[src/rtl/pse_pkg.sv]
// Package: shared types, codes and sizes of the postfix stack evaluator.
`timescale 1ns / 1ps
package pse_pkg;

    localparam int STACK_DEPTH = 64;
    localparam int DEPTH_W     = $clog2(STACK_DEPTH + 1);
    localparam int ADDR_W      = $clog2(STACK_DEPTH);
    localparam int DATA_W      = 32;
    localparam int DIV_STEPS   = DATA_W;
    localparam int DIV_CNT_W   = $clog2(DIV_STEPS + 1);

    localparam logic [4:0] CMD_PUSH = 5'd0;
    localparam logic [4:0] CMD_NOT  = 5'd1;
    localparam logic [4:0] CMD_INV  = 5'd2;
    localparam logic [4:0] CMD_NEG  = 5'd3;
    localparam logic [4:0] CMD_MUL  = 5'd4;
    localparam logic [4:0] CMD_DIV  = 5'd5;
    localparam logic [4:0] CMD_MOD  = 5'd6;
    localparam logic [4:0] CMD_ADD  = 5'd7;
    localparam logic [4:0] CMD_SUB  = 5'd8;
    localparam logic [4:0] CMD_SHL  = 5'd9;
    localparam logic [4:0] CMD_SHR  = 5'd10;
    localparam logic [4:0] CMD_LT   = 5'd11;
    localparam logic [4:0] CMD_GT   = 5'd12;
    localparam logic [4:0] CMD_LE   = 5'd13;
    localparam logic [4:0] CMD_GE   = 5'd14;
    localparam logic [4:0] CMD_EQ   = 5'd15;
    localparam logic [4:0] CMD_NE   = 5'd16;
    localparam logic [4:0] CMD_AND  = 5'd17;
    localparam logic [4:0] CMD_XOR  = 5'd18;
    localparam logic [4:0] CMD_OR   = 5'd19;
    localparam logic [4:0] CMD_LAND = 5'd20;
    localparam logic [4:0] CMD_LOR  = 5'd21;

    typedef struct packed {
        logic [4:0]        cmd;
        logic [DATA_W-1:0] operand;
        logic              operand_bad;
        logic              last;
    } item_t;

    typedef struct packed {
        logic [DATA_W-1:0] value;
        logic              error;
    } result_t;

    typedef enum logic [1:0] {
        CLS_PUSH   = 2'd0,
        CLS_UNARY  = 2'd1,
        CLS_BINARY = 2'd2,
        CLS_NONE   = 2'd3
    } cmd_class_t;

    typedef struct packed {
        logic load_item;
        logic push;
        logic unary;
        logic set_err;
        logic rd_req;
        logic alu;
        logic div_start;
        logic div_load;
        logic out_load;
    } dp_cmd_t;

    typedef struct packed {
        cmd_class_t item_class;
        logic       item_divides;
        logic       item_bad;
        logic       item_last;
        logic       depth_zero;
        logic       depth_full;
        logic       depth_lt2;
        logic       err;
        logic       div_busy;
        logic       out_free;
    } dp_status_t;

    function automatic cmd_class_t classify(input logic [4:0] code);
        cmd_class_t cls;
        if (code == CMD_PUSH)
            cls = CLS_PUSH;
        else if (code <= CMD_NEG)
            cls = CLS_UNARY;
        else if (code <= CMD_LOR)
            cls = CLS_BINARY;
        else
            cls = CLS_NONE;
        return cls;
    endfunction

endpackage

[src/rtl/pse_ram.sv]
// Generic single write port, single read port RAM with registered read data.
`timescale 1ns / 1ps
module pse_ram #(
    parameter int WIDTH = 32,
    parameter int DEPTH = 64
) (
    input  logic                     clk,
    input  logic                     wr_en,
    input  logic [$clog2(DEPTH)-1:0] wr_addr,
    input  logic [WIDTH-1:0]         wr_data,
    input  logic                     rd_en,
    input  logic [$clog2(DEPTH)-1:0] rd_addr,
    output logic [WIDTH-1:0]         rd_data
);

    logic [WIDTH-1:0] mem [DEPTH];

    always_ff @(posedge clk)
    begin
        if (wr_en)
        begin
            mem[wr_addr] <= wr_data;
        end
        if (rd_en)
        begin
            rd_data <= mem[rd_addr];
        end
    end

endmodule

[src/rtl/pse_dp.sv]
// Datapath: item register, cached stack top, stack RAM, ALU, divider, result register.
`timescale 1ns / 1ps
module pse_dp (
    input  logic                clk,
    input  logic                rst_n,
    input  pse_pkg::dp_cmd_t    cmd,
    output pse_pkg::dp_status_t status,
    input  pse_pkg::item_t      item,
    output logic                result_valid,
    input  logic                result_stall,
    output pse_pkg::result_t    result
);

    pse_pkg::item_t                    item_reg;
    logic [pse_pkg::DEPTH_W-1:0]       depth_reg, depth_next;
    logic                              err_reg, err_next;
    logic [pse_pkg::DATA_W-1:0]        top_reg, top_next;
    logic [pse_pkg::DATA_W-1:0]        quo_reg, quo_next;
    logic [pse_pkg::DATA_W-1:0]        rem_reg, rem_next;
    logic [pse_pkg::DATA_W-1:0]        den_reg, den_next;
    logic [pse_pkg::DIV_CNT_W-1:0]     cnt_reg, cnt_next;
    logic                              div_busy_reg, div_busy_next;
    pse_pkg::result_t                  result_reg, result_next;
    logic                              result_valid_reg, result_valid_next;

    logic [pse_pkg::DEPTH_W-1:0]       depth_m1, depth_m2;
    logic [pse_pkg::DATA_W-1:0]        below;
    logic [pse_pkg::DATA_W-1:0]        unary_res, alu_res, div_res;
    logic [pse_pkg::DATA_W:0]          rem_sh;
    logic                              rem_ge;
    logic                              shift_ok;

    assign depth_m1 = depth_reg - pse_pkg::DEPTH_W'(1);
    assign depth_m2 = depth_reg - pse_pkg::DEPTH_W'(2);

    pse_ram #(
        .WIDTH (pse_pkg::DATA_W),
        .DEPTH (pse_pkg::STACK_DEPTH)
    ) u_stack (
        .clk     (clk),
        .wr_en   (cmd.push && (depth_reg != '0)),
        .wr_addr (depth_m1[pse_pkg::ADDR_W-1:0]),
        .wr_data (top_reg),
        .rd_en   (cmd.rd_req),
        .rd_addr (depth_m2[pse_pkg::ADDR_W-1:0]),
        .rd_data (below)
    );

    always_comb
    begin
        unique case (item_reg.cmd)
            pse_pkg::CMD_NOT: unary_res = (top_reg == '0) ? pse_pkg::DATA_W'(1) : '0;
            pse_pkg::CMD_INV: unary_res = ~top_reg;
            default:          unary_res = '0 - top_reg;
        endcase
    end

    assign shift_ok = (top_reg[pse_pkg::DATA_W-1:5] == '0);

    always_comb
    begin
        unique case (item_reg.cmd)
            pse_pkg::CMD_MUL:  alu_res = below * top_reg;
            pse_pkg::CMD_ADD:  alu_res = below + top_reg;
            pse_pkg::CMD_SUB:  alu_res = below - top_reg;
            pse_pkg::CMD_SHL:  alu_res = shift_ok ? (below << top_reg[4:0]) : '0;
            pse_pkg::CMD_SHR:  alu_res = shift_ok ? (below >> top_reg[4:0]) : '0;
            pse_pkg::CMD_LT:   alu_res = pse_pkg::DATA_W'(below < top_reg);
            pse_pkg::CMD_GT:   alu_res = pse_pkg::DATA_W'(below > top_reg);
            pse_pkg::CMD_LE:   alu_res = pse_pkg::DATA_W'(below <= top_reg);
            pse_pkg::CMD_GE:   alu_res = pse_pkg::DATA_W'(below >= top_reg);
            pse_pkg::CMD_EQ:   alu_res = pse_pkg::DATA_W'(below == top_reg);
            pse_pkg::CMD_NE:   alu_res = pse_pkg::DATA_W'(below != top_reg);
            pse_pkg::CMD_AND:  alu_res = below & top_reg;
            pse_pkg::CMD_XOR:  alu_res = below ^ top_reg;
            pse_pkg::CMD_OR:   alu_res = below | top_reg;
            pse_pkg::CMD_LAND: alu_res = pse_pkg::DATA_W'((below != '0) && (top_reg != '0));
            pse_pkg::CMD_LOR:  alu_res = pse_pkg::DATA_W'((below != '0) || (top_reg != '0));
            default:           alu_res = below;
        endcase
    end

    // restoring divider, one quotient bit per cycle
    assign rem_sh = {rem_reg, quo_reg[pse_pkg::DATA_W-1]};
    assign rem_ge = (rem_sh >= {1'b0, den_reg});

    always_comb
    begin
        if (den_reg == '0)
            div_res = '0;
        else if (item_reg.cmd == pse_pkg::CMD_MOD)
            div_res = rem_reg;
        else
            div_res = quo_reg;
    end

    always_comb
    begin
        depth_next        = depth_reg;
        err_next          = err_reg;
        top_next          = top_reg;
        quo_next          = quo_reg;
        rem_next          = rem_reg;
        den_next          = den_reg;
        cnt_next          = cnt_reg;
        div_busy_next     = div_busy_reg;
        result_next       = result_reg;
        result_valid_next = result_valid_reg && result_stall;

        if (cmd.set_err)
            err_next = 1'b1;
        if (cmd.push)
        begin
            top_next   = item_reg.operand;
            depth_next = depth_reg + pse_pkg::DEPTH_W'(1);
        end
        if (cmd.unary)
            top_next = unary_res;
        if (cmd.alu)
        begin
            top_next   = alu_res;
            depth_next = depth_m1;
        end
        if (cmd.div_start)
        begin
            quo_next      = below;
            den_next      = top_reg;
            rem_next      = '0;
            cnt_next      = pse_pkg::DIV_CNT_W'(pse_pkg::DIV_STEPS);
            div_busy_next = 1'b1;
        end
        else if (div_busy_reg)
        begin
            if (rem_ge)
            begin
                rem_next = pse_pkg::DATA_W'(rem_sh - {1'b0, den_reg});
                quo_next = {quo_reg[pse_pkg::DATA_W-2:0], 1'b1};
            end
            else
            begin
                rem_next = rem_sh[pse_pkg::DATA_W-1:0];
                quo_next = {quo_reg[pse_pkg::DATA_W-2:0], 1'b0};
            end
            cnt_next = cnt_reg - pse_pkg::DIV_CNT_W'(1);
            if (cnt_reg == pse_pkg::DIV_CNT_W'(1))
                div_busy_next = 1'b0;
        end
        if (cmd.div_load)
        begin
            top_next   = div_res;
            depth_next = depth_m1;
        end
        if (cmd.out_load)
        begin
            if (err_reg || (depth_reg != pse_pkg::DEPTH_W'(1)))
            begin
                result_next.value = '0;
                result_next.error = 1'b1;
            end
            else
            begin
                result_next.value = top_reg;
                result_next.error = 1'b0;
            end
            result_valid_next = 1'b1;
            depth_next        = '0;
            err_next          = 1'b0;
        end
    end

    always_ff @(posedge clk or negedge rst_n)
    begin
        if (!rst_n)
        begin
            depth_reg        <= '0;
            err_reg          <= 1'b0;
            div_busy_reg     <= 1'b0;
            cnt_reg          <= '0;
            result_valid_reg <= 1'b0;
        end
        else
        begin
            depth_reg        <= depth_next;
            err_reg          <= err_next;
            div_busy_reg     <= div_busy_next;
            cnt_reg          <= cnt_next;
            result_valid_reg <= result_valid_next;
        end
    end

    always_ff @(posedge clk)
    begin
        if (cmd.load_item)
            item_reg <= item;
        top_reg    <= top_next;
        quo_reg    <= quo_next;
        rem_reg    <= rem_next;
        den_reg    <= den_next;
        result_reg <= result_next;
    end

    always_comb
    begin
        status.item_class   = pse_pkg::classify(item_reg.cmd);
        status.item_divides = (item_reg.cmd == pse_pkg::CMD_DIV) ||
                              (item_reg.cmd == pse_pkg::CMD_MOD);
        status.item_bad     = item_reg.operand_bad;
        status.item_last    = item_reg.last;
        status.depth_zero   = (depth_reg == '0);
        status.depth_full   = (depth_reg == pse_pkg::DEPTH_W'(pse_pkg::STACK_DEPTH));
        status.depth_lt2    = (depth_reg < pse_pkg::DEPTH_W'(2));
        status.err          = err_reg;
        status.div_busy     = div_busy_reg;
        status.out_free     = !result_valid_reg || !result_stall;
    end

    assign result_valid = result_valid_reg;
    assign result       = result_reg;

endmodule

[src/rtl/pse_ctrl.sv]
// Controller: state machine that sequences one item through the datapath.
`timescale 1ns / 1ps
module pse_ctrl (
    input  logic                clk,
    input  logic                rst_n,
    input  logic                item_valid,
    output logic                item_stall,
    input  pse_pkg::dp_status_t status,
    output pse_pkg::dp_cmd_t    cmd
);

    typedef enum logic [4:0] {
        ST_IDLE = 5'b00001,
        ST_EXEC = 5'b00010,
        ST_OPER = 5'b00100,
        ST_DIV  = 5'b01000,
        ST_FIN  = 5'b10000
    } state_t;

    state_t state_reg, state_next;
    state_t done_state;

    assign done_state = status.item_last ? ST_FIN : ST_IDLE;

    always_comb
    begin
        cmd        = '0;
        state_next = state_reg;
        unique case (state_reg)
            ST_IDLE:
            begin
                if (item_valid)
                begin
                    cmd.load_item = 1'b1;
                    state_next    = ST_EXEC;
                end
            end
            ST_EXEC:
            begin
                state_next = done_state;
                if (!status.err)
                begin
                    unique case (status.item_class)
                        pse_pkg::CLS_PUSH:
                        begin
                            if (status.depth_full || status.item_bad)
                                cmd.set_err = 1'b1;
                            else
                                cmd.push = 1'b1;
                        end
                        pse_pkg::CLS_UNARY:
                        begin
                            if (status.depth_zero)
                                cmd.set_err = 1'b1;
                            else
                                cmd.unary = 1'b1;
                        end
                        pse_pkg::CLS_BINARY:
                        begin
                            if (status.depth_lt2)
                                cmd.set_err = 1'b1;
                            else
                            begin
                                cmd.rd_req = 1'b1;
                                state_next = ST_OPER;
                            end
                        end
                        default:
                        begin
                        end
                    endcase
                end
            end
            ST_OPER:
            begin
                if (status.item_divides)
                begin
                    cmd.div_start = 1'b1;
                    state_next    = ST_DIV;
                end
                else
                begin
                    cmd.alu    = 1'b1;
                    state_next = done_state;
                end
            end
            ST_DIV:
            begin
                if (!status.div_busy)
                begin
                    cmd.div_load = 1'b1;
                    state_next   = done_state;
                end
            end
            ST_FIN:
            begin
                if (status.out_free)
                begin
                    cmd.out_load = 1'b1;
                    state_next   = ST_IDLE;
                end
            end
            default:
            begin
                state_next = ST_IDLE;
            end
        endcase
    end

    always_ff @(posedge clk or negedge rst_n)
    begin
        if (!rst_n)
            state_reg <= ST_IDLE;
        else
            state_reg <= state_next;
    end

    assign item_stall = (state_reg != ST_IDLE);

endmodule

[src/rtl/postfix_stack_evaluator_core.sv]
// Top level: postfix expression evaluator on a 32-bit operand stack.
//
//  channel  direction  signals                              carries
//  item     in         item_valid, item_stall, item         one expression token
//  result   out        result_valid, result_stall, result   value and error flag
//
// Push, unary and no-op items pass through ST_EXEC only; binary items go on to
// ST_OPER (read of the entry below the top from the stack RAM, then the ALU).
// Divide and modulo then run the restoring divider in ST_DIV.
// A last item then passes through ST_FIN to load the result register; it waits there
// while an earlier result is still stalled, and no item is taken meanwhile.
// Reset clears depth, sticky error and all control; the stack RAM needs no clearing.
`timescale 1ns / 1ps
module postfix_stack_evaluator_core (
    input  logic             clk,
    input  logic             rst_n,
    input  logic             item_valid,
    output logic             item_stall,
    input  pse_pkg::item_t   item,
    output logic             result_valid,
    input  logic             result_stall,
    output pse_pkg::result_t result
);

    pse_pkg::dp_cmd_t    dp_cmd;
    pse_pkg::dp_status_t dp_status;

    pse_ctrl u_ctrl (
        .clk        (clk),
        .rst_n      (rst_n),
        .item_valid (item_valid),
        .item_stall (item_stall),
        .status     (dp_status),
        .cmd        (dp_cmd)
    );

    pse_dp u_dp (
        .clk          (clk),
        .rst_n        (rst_n),
        .cmd          (dp_cmd),
        .status       (dp_status),
        .item         (item),
        .result_valid (result_valid),
        .result_stall (result_stall),
        .result       (result)
    );

endmodule

[config.mk]
export PLATFORM = sky130hd
export DESIGN_NAME = postfix_stack_evaluator_core
export DESIGN_NICKNAME = d
export VERILOG_FILES = /design/src/rtl/pse_pkg.sv /design/src/rtl/pse_ram.sv /design/src/rtl/pse_dp.sv /design/src/rtl/pse_ctrl.sv /design/src/rtl/postfix_stack_evaluator_core.sv
export SDC_FILE = /design/constraint.sdc
export NUM_CORES = 2
export LEC_CHECK = 0
export BUFFER_PORTS_ARGS = -buffer_cell sky130_fd_sc_hd__clkbuf_2
export CORE_MARGIN = 10
export CORE_UTILIZATION = 40
export DETAILED_ROUTE_END_ITERATION = 12
export PLACE_DENSITY = 0.58
export SLEW_MARGIN = 25
export SYNTH_ARGS = -nofsm -noshare
export SYNTH_HDL_FRONTEND = slang
export SYNTH_SLANG_ARGS = --single-unit
[constraint.sdc]
create_clock -name clk -period 9.05 [get_ports clk]
set_input_delay 1.81 -clock clk [delete_from_list [all_inputs] [get_ports clk]]
set_output_delay 1.81 -clock clk [all_outputs]
set_load 0.02 [all_outputs]
# Word level (Yosys, flattened, before mapping)
# Memory sizes are Yosys's and may differ from the RTL's. A register that Yosys moved wholly into a read port is not among the register bits.
# Cells that the tools add are included.
# totals
register_bits,221
ram_bits,2048
output_inout_bits,35
wordCells,163
memories,1
# memory_table
memory,words,width,rd,rd_ports_with_merged_regs,wr,line,text
u_dp.u_stack.mem,64,32,1,1,1,pse_ram.sv:16,logic [WIDTH-1:0] mem [DEPTH];
# op_classes
addsub,8
n_mul,1
magnitude_cmp,8
eq_ne,36
n_shift,2
n_mux,63
n_bitwise,4
reduce_logical,24
# op_table
op,n
one-hot mux 32 bit (16 select lines),1
2-to-1 mux 32 bit,11
logical NOT 32 bit,2
one-hot mux 32 bit (2 select lines),1
nonzero test 32 bit,2
subtractor 32 bit,2
"== test 5 x 4 -> 1 bit, second input constant",9
2-to-1 mux 5 bit,8
"== test 5 bit, second input constant",7
greater-or-equal comparator 33 x 32 -> 1 bit,1
adder 32 bit,1
AND 32 bit,1
== test 32 bit,1
greater-or-equal comparator 32 bit,1
> comparator 32 bit,1
less-or-equal comparator 32 bit,1
< comparator 32 bit,1
multiplier 32 x 32 -> 32 bit,1
!= test 32 bit,1
inverter 32 bit,1
OR 32 bit,1
left shift 32 x 5 -> 32 bit,1
right shift 32 x 5 -> 32 bit,1
"subtractor 1 x 32 -> 32 bit, first input constant",1
other kinds (36),88

# Depth between registers and ports, before layout
# depth
depth_word,12
depth_mapped,32
mapped_depth_nobuf,27

# Cells and area by module
# A second synthesis with hierarchy kept.
# unflattened
cells_unflattened,7513
hier_area_um2,114710.0
# by_module_without_submodules
module,n_inst,cells_per_inst,area_each_um2,seq_area_each_um2
pse_ram,1,3324,78835.6,62459.9
pse_dp,1,4137,35460.3,6085.8
pse_ctrl,1,52,414.1,126.4

# Worst setup path after synthesis
# OpenSTA, ideal clock, no wires.
# synth_timing
kind,reg2reg
startpoint,register u_dp.top_reg[2] (netlist name)
endpoint,"register u_dp.top_reg[30] (netlist name), data pin"
setup_time_ns,0.272
arrival_ns,8.704
setup_slack_ns,0.075
path_stages_with_launch,29
n_path_buf,5
period_less_slack_ns,8.975
path_cell_list,edfxtp_1 > clkbuf_1 > inv_1 > buf_2 > buf_1 > clkbuf_1 > clkbuf_1 > nor2_1 > fa_1 > fa_1 > fa_1 > inv_1 > fa_1 > inv_1 > fa_1 > fa_1 > fa_1 > fa_1 > ha_1 > a21oi_1 > o21ai_0 > or4_1 > o2111ai_1 > o211ai_1 > a31o_2 > a21oi_1 > xnor2_1 > a2111oi_0 > a21oi_1
# synth_between
elab_chain_len,5
word_cells_on_any_way,13
classes_between,add/sub: 3; mul: 1; shift: 2; mux: 7
# synth_lines
item,line,text
from (decl),pse_dp.sv:17,"logic [pse_pkg::DATA_W-1:0] top_reg, top_next;"
from (signal assigned),pse_dp.sv:195,top_reg <= top_next;
branches (longest 3 deep; another with multiplier 32 x 32 -> 32 bit),n/a,
2-to-1 mux 32 bit *,pse_dp.sv:119,if (cmd.alu)
2-to-1 mux 32 bit *,pse_dp.sv:148,if (cmd.div_load)
"named net u_dp.top_next, one bit",pse_dp.sv:17,
# Mark *: on every way through the listed nets, which the timed path passes.
# A chain may end at the register's enable or synchronous reset.

# Worst setup path after layout
# layout_timing
startpoint,"register u_dp.u_stack.rd_data[16], read port of u_dp.u_stack.mem"
endpoint,"register u_dp.top_reg[25] (netlist name), data pin"
# layout_between
elab_chain_len,5
word_cells_on_any_way,10
classes_between,add/sub: 2; mul: 1; shift: 2; mux: 5
# layout_lines
item,line,text
from (decl),pse_ram.sv:13,output logic [WIDTH-1:0] rd_data
branches (longest 2 deep; another with multiplier 32 x 32 -> 32 bit),n/a,
one-hot mux 32 bit (16 select lines) *,pse_dp.sv:62,unique case (item_reg.cmd)
2-to-1 mux 32 bit *,pse_dp.sv:119,
2-to-1 mux 32 bit *,pse_dp.sv:148,
"named net u_dp.top_next, one bit",pse_dp.sv:17,
# Marks and branches as above.

==> results.cfg <==
[power_and_ir_drop]
peakVddDrop_uv = 195
p_leak_nw = 44.1
p_sw_share_pct = 27.7
clkPwrFrac_pct = 36.8
p_sw_w = 0.00763
p_per_area_nw_per_um2 = 214
seq_power_share_pct = 42.8
p_comb_share_pct = 20.4
p_int_w = 0.0199

[yosys]
synth.avg_cell_area_um2 = 15.7
synth_flop_cell = edfxtp_1
synth_edf_count = 2248
netlist_top_cells_area = edfxtp_1, mux4_2, fa_1
synth_top_area_cell = edfxtp_1
syn_nets = 7984
yosys.area.top_type_share_pct = 59.1
syn_area_um2 = 114000
ys_seq_area_share_pct = 60.1
syn_inst = 7268
yosysUniqueCellTypes = 92
synthArstFlopShare_pct = 0.913
synth-seq-cells = 2301
synth_warnings = 0

[setup_path]
ff2ff_path_depth = 23
start_kind = register
path_common_cell = fa_1
arrival_ps = 9390
r2r_slack_ps = 320
cp_slowest_cell = xor2_1
cp_slowest_stage_delay_ps = 790
critPathKind = reg2reg
reg2reg_to = u_dp.top_reg[25]
path_cells = inv_1 -> nor2_1 -> fa_1 -> inv_1 -> fa_1 -> fa_1 -> fa_1 -> inv_1 -> fa_1 -> inv_1 -> fa_1 -> inv_1 -> fa_1 -> fa_1 -> ha_1 -> a21oi_1 -> o21ai_0 -> a21oi_1 -> nand2b_1 -> o211ai_1 -> xor2_1 -> a211oi_1 -> o21ai_1
r2r_start = u_dp.u_stack.rd_data[16]
crit_fanout = 11
cp.required_ps = 9710
crit_path_end_kind = register

[global_routing]
grt_pass1_wl_mm = 554
grt_pass1_vias = 69700
grt_max_degree = 146
antenna_found_initial = 27
grt_remaining_overflow = 0
grt.total_usage_pct = 25.2

[worst_hold_path]
hold_path_depth = 2
min_from = u_dp.rem_reg[31]
min_path_type = reg2reg
holdPathEnd = u_dp.rem_reg[31]

[sta]
worst_slew_pin_slew_ps = 1310
fin_ws_ps = 322
relSlewSlack_pct = 11.9
drv_slew = 0
finClkSkew_ps = 70.4
fmax_mhz = 115
layout_min_cycle_time_ps = 8730
rsz0062_at_grt = no
finalCritPeriodShare_pct = 96.4
hold_viol = 0
setup_viol = 0
fin_tns_setup_ps = 0

[cells_and_area]
largest_reg_flops = 2048
layout_common_cells = edfxtp_1, mux4_2, nor2_1
layout_commonest_cell = edfxtp_1
nets = 8173
drive_gt1_share_pct = 20.9
layout.cells.non_filler = 11400
syn2layout_area_growth_pct = 12.6

[placed_design]
portBuffers = 77
placedCellCount = 11000
pre_cts_slack_ps = 641
place_hpwl_mm = 251
gp_congestion = 1.01

[floorplan]
dieWidth_um = 555
dieArea_um2 = 308000
die_h_um = 555
io_pins = 78
rows = 196
initial_utilization_pct = 40.1
core_area_um2 = 285000

[routing]
viasPerCell = 6.09
drt_iter0_drc = 9720
finalWirelength_mm = 397
routedWlPerCell_um = 34.7
drc = 0
firstDrtPassIters = 7
vias = 69700
ant_nets = 0

[outcome]
status = finished, final reports clean

[clock_network]
clk_pin_slew_ps = 60
holdBufCountCts = 0
clock-root-buffer = clkbuf_16
cts_resized = 0
htree_levels = 4
cts_buffers = 244
clk_latency_ps = 930
clk_path_buf_depth = 4
cts_tree = built
post_cts_buffers = 0
cts.sinks = 2301

[run]
maxCapViolations = 0
==> kinds of logic after synthesis <==
kind of cell             share of synthesized area (%)
XOR/XNOR                                          1.22
flip-flops                                        60.1
buffers and inverters                             3.26
AND/OR/NAND/NOR                                   5.56
AO/OA/AOI/OAI                                     4.97
multiplexers                                      14.8
adder cells (fa/ha/maj)                           10.1
==> synthesized netlist by cell type (15+ instances only) <==
master / n
mux2i_1: 54
clkbuf_1: 274
xor2_1: 35
nor3_1: 57
mux4_2: 719
o21bai_1: 20
a21oi_1: 247
a31oi_1: 24
o31ai_1: 15
nand4_1: 23
a22oi_1: 34
o21a_1: 20
o21ai_1: 16
ha_1: 262
buf_2: 64
inv_1: 505
a221oi_1: 37
o21ai_0: 231
nand2_1: 486
nor2b_1: 31
nor4_1: 31
xnor2_1: 122
edfxtp_1: 2248
dfrtp_1: 20
o211ai_1: 37
nor2_1: 694
nand3_1: 42
nand2b_1: 23
fa_1: 411
o221ai_1: 20
mux2_2: 18
a21o_1: 28
a211oi_1: 50
or3_1: 16
buf_1: 89
o22ai_1: 25
clkinv_1: 18
dfxtp_1: 32
==> metrics by stage <==
stage	utilization, %	total power, W	cell area [um^2]	hold slack (ps)
4_1_cts	45.2	0.0277	129000	508
3_5_place_dp	42.4	0.0176	121000	495
2_1_floorplan	-	0.0154	114000	454
3_3_place_gp	42.4	0.0176	121000	498
5_1_grt	45.2	0.0284	129000	554
6_report	45.2	0.0275	129000	512
==> critical path: cells and delay by family, from the launching register on <==
kind	cells	cell delay (ps)
xor+xnor	1	790
compound gates	6	1620
flops	1	410
buf+inv	5	900
simple gates	2	400
fa+ha+maj	9	4390
==> worst max path at each step <==
stage / start / to / slack [ps] / cells after the start
6_report: u_dp.u_stack.rd_data[16] / u_dp.top_reg[25] / 320 / 23
3_3_place_gp: u_dp.u_stack.rd_data[16] / u_dp.top_reg[25] / 650 / 23
5_1_grt: u_dp.top_reg[5] / u_dp.top_reg[30] / 300 / 24
4_1_cts: u_dp.u_stack.rd_data[16] / u_dp.top_reg[25] / 640 / 23
2_1_floorplan: u_dp.top_reg[2] / u_dp.top_reg[30] / 70 / 28
3_5_place_dp: u_dp.u_stack.rd_data[16] / u_dp.top_reg[30] / 640 / 25
==> area by class of cell <==
| cell class | count | area (um^2) |
|---|---|---|
| timing repair buffer | 377 | 2780 |
| sequential | 2301 | 68700 |
| antenna | 13 | 32.5 |
| fill | 24600 | 156000 |
| clock buffer | 297 | 6390 |
| clock inverter | 152 | 1620 |
| multi-input combinational | 4007 | 42500 |
| tap | 3762 | 4710 |
| inverter | 526 | 1980 |
==> layer usage <==
layer / global-route usage (%) / up-vias / routed length, um
li1: - / 28000 / -
met1: 34.6 / 36900 / 158000
met2: 38.7 / 3925 / 179000
met3: 5.38 / 840 / 37900
met4: 11.5 / 12 / 22000
met5: 0 / - / 72
==> power groups by stage <==
stage               Combinational [W]  Sequential (W)  Clock, W
global placement              0.00562          0.0120         0
global route                  0.00589          0.0118    0.0107
CTS                           0.00564          0.0118    0.0103
finish                        0.00563          0.0118    0.0101
floorplan                     0.00353          0.0119         0
detailed placement            0.00563          0.0120         0
Note: power is estimated with default switching activity, not from simulation.
